### config.mk
export PLATFORM = sky130hd
export DESIGN_NAME = rmq_isqrt
export DESIGN_NICKNAME = d
export VERILOG_FILES = /design/src/rtl/rmq_isqrt.sv
export SDC_FILE = /design/constraint.sdc
export NUM_CORES = 2
export LEC_CHECK = 0
export BUFFER_PORTS_ARGS = -buffer_cell sky130_fd_sc_hd__buf_2
export CORE_MARGIN = 4
export CORE_UTILIZATION = 67
export DETAILED_ROUTE_END_ITERATION = 16
export MAX_ROUTING_LAYER = met4
export PLACE_DENSITY_LB_ADDON = 0.12
export SLEW_MARGIN = 20
export SYNTH_ARGS = -nofsm -noshare
export SYNTH_HDL_FRONTEND = slang
export SYNTH_MEMORY_MAX_BITS = 65536
export SYNTH_SLANG_ARGS = --single-unit
### constraint.sdc
create_clock -name clk -period 6.5 [get_ports clk]
set_clock_uncertainty 0.15 [all_clocks]
set_input_delay 0.325 -clock clk [delete_from_list [all_inputs] [get_ports clk]]
set_output_delay 0.325 -clock clk [all_outputs]
set_load 0.02 [all_outputs]
### src/rtl/rmq_isqrt.sv
// Pipelined integer square root, two radicand bits per stage, with a side
// payload that travels alongside. No package dependencies.
`default_nettype none

module rmq_isqrt #(
    parameter int IW = 64,
    parameter int SW = 1
) (
    input  wire              clk,
    input  wire              rst_n,
    input  wire              in_valid,
    input  wire [IW-1:0]     in_val,
    input  wire [SW-1:0]     in_side,
    output logic             out_valid,
    output logic [IW/2-1:0]  out_root,
    output logic [SW-1:0]    out_side
);

    localparam int ST = IW / 2;
    localparam int RW = ST + 3;

    logic          vld_reg  [ST];
    logic [RW-1:0] rem_reg  [ST];
    logic [ST-1:0] root_reg [ST];
    logic [IW-1:0] x_reg    [ST];
    logic [SW-1:0] side_reg [ST];

    genvar g;
    generate
        for (g = 0; g < ST; g++)
        begin : g_stage
            logic          prev_vld;
            logic [RW-1:0] prev_rem;
            logic [ST-1:0] prev_root;
            logic [IW-1:0] prev_x;
            logic [SW-1:0] prev_side;
            logic [RW-1:0] rem_t;
            logic [RW-1:0] trial;
            logic [RW-1:0] rem_next;
            logic [ST-1:0] root_next;
            logic [IW-1:0] x_next;

            if (g == 0)
            begin : g_first
                assign prev_vld  = in_valid;
                assign prev_rem  = '0;
                assign prev_root = '0;
                assign prev_x    = in_val;
                assign prev_side = in_side;
            end
            else
            begin : g_later
                assign prev_vld  = vld_reg[g-1];
                assign prev_rem  = rem_reg[g-1];
                assign prev_root = root_reg[g-1];
                assign prev_x    = x_reg[g-1];
                assign prev_side = side_reg[g-1];
            end

            always_comb
            begin
                rem_t  = {prev_rem[RW-3:0], prev_x[IW-1 -: 2]};
                trial  = {1'b0, prev_root, 2'b01};
                x_next = prev_x << 2;
                if (rem_t >= trial)
                begin
                    rem_next  = rem_t - trial;
                    root_next = {prev_root[ST-2:0], 1'b1};
                end
                else
                begin
                    rem_next  = rem_t;
                    root_next = {prev_root[ST-2:0], 1'b0};
                end
            end

            always_ff @(posedge clk or negedge rst_n)
            begin
                if (!rst_n)
                    vld_reg[g] <= 1'b0;
                else
                    vld_reg[g] <= prev_vld;
            end

            always_ff @(posedge clk)
            begin
                rem_reg[g]  <= rem_next;
                root_reg[g] <= root_next;
                x_reg[g]    <= x_next;
                side_reg[g] <= prev_side;
            end
        end
    endgenerate

    assign out_valid = vld_reg[ST-1];
    assign out_root  = root_reg[ST-1];
    assign out_side  = side_reg[ST-1];

endmodule

`default_nettype wire

### Word-level counts from Yosys, hierarchy flattened

Memory sizes are Yosys's and may differ from the RTL's.
Index checks and enable logic that the tools add are counted.

| cells by class | value |
|---|---|
| order comparisons | 32 |
| add/sub/neg operators | 32 |
| muxes and demuxes | 64 |

Operator list:

| kind | count |
|---|---|
| $mux 35 | 32 |
| $ge 35x34->1 | 31 |
| $sub 35x34->35 | 31 |
| $mux 1 | 32 |
| $sub 2x1->3 const B | 1 |
| $ge 2x1->1 const B | 1 |

| word-level totals | value |
|---|---|
| word-level logic and storage cells | 164 |
| RAM bits | 4160 |
| memories | 4 |
| output and inout bits | 34 |
| register bits after elaboration | 32 |
| bits of input ports | 68 |

Memories:

| name | words | width | rd ports | clocked after Yosys merged registers in | write ports | line | source |
|---|---|---|---|---|---|---|---|
| x_reg | 32 | 62 | 31 | 0 | 32 | 25 | `logic [IW-1:0] x_reg [ST];` |
| rem_reg | 32 | 35 | 31 | 0 | 32 | 23 | `logic [RW-1:0] rem_reg [ST];` |
| root_reg | 32 | 32 | 32 | 0 | 32 | 24 | `logic [ST-1:0] root_reg [ST];` |
| side_reg | 32 | 1 | 32 | 0 | 32 | 26 | `logic [SW-1:0] side_reg [ST];` |

### Logic depth before layout (Yosys ltp)

An unclocked memory read counts as a cell.

| depth | value |
|---|---|
| depth in word-level cells | 3 |
| gate-level depth with buffers | 16 |

### Least setup slack after synthesis

Ideal clock, no wire load.

| timing | value |
|---|---|
| kind | register to register |
| start point | memory root_reg[1][385] in the netlist's numbering |
| end point | memory rem_reg[1][483] in the netlist's numbering |
| data required time | 6.229 ns |
| cell stages (with the launch flop) | 13 |
| period minus slack after synthesis | 3.516 ns |
| arrival | 3.245 ns |
| slack | 2.984 ns |
| cell sequence | dfxtp_1 > inv_1 > ha_1 > nand2_1 > o21ai_0 > a221oi_1 > o211a_1 > o31a_1 > nand2b_1 > a31oi_1 > o41ai_2 > buf_2 > mux2_2 |

RTL lines:

| what | line |
|---|---|
| from (decl) | 24 |
| to (decl) | 23 |

==> results.md <==
- Status: finished, final reports clean
- Prevailing post-synth register cell: dfxtp_1
- Initial Utilization: 0.675
- RSZ-0062 raised after global routing: false
- IO Pins: 102
- DR vias: 62900
- Final slew viol count: 0
- Setup ws final: 2.05 ns
- Crit path top cell by count: or3_1
- Number of synthesized flops with an enable pin: 0
- Asr flop ratio synth: 0.0125
- Post-Syn Area: 91600 sq um
- Area fraction of the dominant cell type after synthesis: 0.552
- Synth Register Bits: 2558
- Die ar.: 143000 sq um
- CP max stage delay: 0.67 ns
- CTS root buf: clkbuf_16
- CP max stage cell: nand3_1
- Htree depth: 4
- DRT iter0 DRCs: 4671
- Switch Pwr: 11.7 mW
- Clock power share: 0.353
- Reg2reg setup slack: 2.05 ns
- Routed WL: 204000 um
- Setup Viol. Count Final: 0
- Clock buffer depth: 3
- Residual DRC: 0
- Distinct cells, synth: 92
- Worst path bufs/invs: 0
- Pwr/cell area: 400 nW/um^2
- Critical Path AT: 5.03 ns
- Hold Path Class: input port to flop
- Leak: 49.5 nW
- First-pass GRT wire length: 326000 um
- Peak Freq: 224 MHz
- Initial antenna violation count: 3
- Most common cell in the netlist: dfxtp_1
- Internal cell power: 29.9 mW
- Worst-Margin Slew: 1.08 ns
- CP Cell Sequence: or3_1 > or2_1 > or3_1 > or4_4 > or4_1 > nor3_1 > nand3_1 > nand4_1 > or3_1 > xnor2_1
- Syn_nets: 9493
- Port Buf Inserts: 101
- Leading area contributor after synthesis: dfxtp_1
- Max reg flops: 992
- Clock Pin Slew Worst Setup and Hold Paths: 0.08 ns
- Cell row count: 135
- CP startpoint: rem_reg[0][228]
- Largest net degree at the start of global routing: 59
- VDD IR-drop max: 0.000321 V
- FF-to-FF Start: rem_reg[0][228]
- TNS Setup: 0 ns
- GRT overflow: 0
- Min Tclk post-route: 4.45 ns
- Post-DR wirelength/cell: 18.3 um
- R2r worst-path depth: 10
- Hold path endpoint: root_reg[0][0]
- Die span in y: 378 um
- Slew headroom: 0.276
- Ys Warns: 0
- CP required: 7.08 ns
- FF-to-FF End: rem_reg[0][277]
- Part of the power in registers: 0.485
- DR vias/cell: 5.61
- Net Sw Frac: 0.282
- Worst-Skew Late Latency: 0.86 ns
- Post-synthesis sequential area ratio: 0.561
- Cts repair resizes: 0
- GRT Total Usage: 0.291
- CTS buffer count: 231
- Synthesized area per cell: 10.3 sq um
- ANT cells: 0
- Synth area leaders: dfxtp_1 (55%), ha_1 (7.7%), xnor2_1 (3.9%)
- Comb power frac: 0.162
- TritonRoute pass-1 iters: 6
- Hold Crit Start: in_val[62]
- Worst-path fanout max: 21
- Clk sink count: 2558
- Final #Nets: 9844
- Synth Instances: 8864
- Post-synth top cells: dfxtp_1 (2526), inv_1 (716), nand2_1 (603)
- Area Growth Syn to Fin: 13.5%
- Die W: 378 um
- Period Utilization, post-route: 0.685
- Max-cap violations: 0
- DP HPWL: 143000 um
- Share of cells above drive strength 1: 0.0744
- Gp weighted congestion: 0.946
- Final Hold Fails: 0
- CP Launch Type: flop
- Pre-CTS setup slack: 2.19 ns
- Worst path top cell family by delay: simple AND/OR/NAND/NOR gates
- Vias in the first global route: 62900
- TritonCTS clock tree: built
- Hold Path Depth: 3
- Hold_ws: 0.0914 ns
- Worst setup EP type: flop
- Core footprint: 136000 sq um
- Critical path class: flop to flop
- Detail Route Antenna Nets: 0
cell type report:
class | instances | area (sq um)
sequential | 2558 | 51400
inverter | 716 | 2690
multi-input combinational | 5448 | 37100
tap | 1781 | 2230
fill | 8849 | 31700
clock inverter | 139 | 2130
clock buffer | 300 | 6400
timing repair buffer | 260 | 2050
worst min-delay path, cell delays in order:
cell           delay [ns]
dlygate4sd3_1        0.51
buf_2                0.13
or2_2                0.12
logic make-up (layout without fill, tap and decap cells):
kind of cell	after synthesis	in the layout	synth area share
xor gates and xnor gates	800	800	0.0765
other	1	1	0.0000409
and+or+nand+nor	2272	2272	0.123
adders and majority gates	561	561	0.0766
buffers and inverters	858	1415	0.0355
DFF	2558	2558	0.561
muxes	85	85	0.0103
AOI/OAI and AO/OA	1729	1729	0.117
power groups by stage:
| stage | clock (mW) | sequential (mW) | combinational, mW |
|---|---|---|---|
| after floorplan | 0 | 19.8 | 5.15 |
| after global placement | 0 | 20.4 | 6.34 |
| after detailed placement | 0 | 20.5 | 6.48 |
| after CTS | 14.9 | 20.2 | 6.65 |
| after global routing | 15.6 | 20.4 | 7.48 |
| final | 14.7 | 20.2 | 6.73 |
how the worst max path moves through the flow:
stage | endpoint | slack, ns | cells past startpoint
floorplan | rem_reg[1][483] | 2.98 | 12
global placement | rem_reg[0][275] | 2.31 | 10
detailed placement | rem_reg[0][277] | 2.19 | 10
CTS | rem_reg[0][277] | 2.09 | 10
global route | rem_reg[1][432] | 1.77 | 13
finish | rem_reg[0][277] | 2.05 | 10
metrics by stage:
stage | instance area (sq um) | cells | total power, mW | util
3_3_place_gp | 94000 | 10600 | 26.7 | 0.693
4_1_cts | 104000 | 11200 | 41.7 | 0.766
3_5_place_dp | 94000 | 10600 | 26.9 | 0.693
2_1_floorplan | 91600 | 8864 | 24.9 | -
5_1_grt | 104000 | 11200 | 43.5 | 0.766
6_report | 104000 | 11200 | 41.6 | 0.766
repair_timing:
action,in CTS,in global routing
setup endpoints to repair,0,0
endpoints found under the hold margin,99,0
buffers inserted,0,0
hold buffers,135,0
metal layers:
metal | global-route usage | up-vias | share of wire
li1 | - | 30900 | -
met1 | 0.346 | 29800 | 0.42
met2 | 0.514 | 1709 | 0.51
met3 | 0.0389 | 469 | 0.047
met4 | 0.0892 | 0 | 0.029
met5 | - | - | 0
cells in the final DEF, fill, tap and decap left out, drive strengths merged, types with 56 or more instances in the layout:
cell / count
o21a: 82
nor4: 109
or4: 63
dfxtp: 2526
xor2: 393
nand4: 82
clkinv: 71
dlygate4sd3: 134
a21oi: 536
o21ai: 462
or3: 87
nor2b: 82
nand2b: 129
clkbuf: 300
nor3: 216
ha: 561
mux2: 72
a21o: 239
nand2: 604
inv: 721
xnor2: 407
nor2: 521
buf: 126
nand3: 151
o21bai: 56
(Power assumes the default switching activity.)
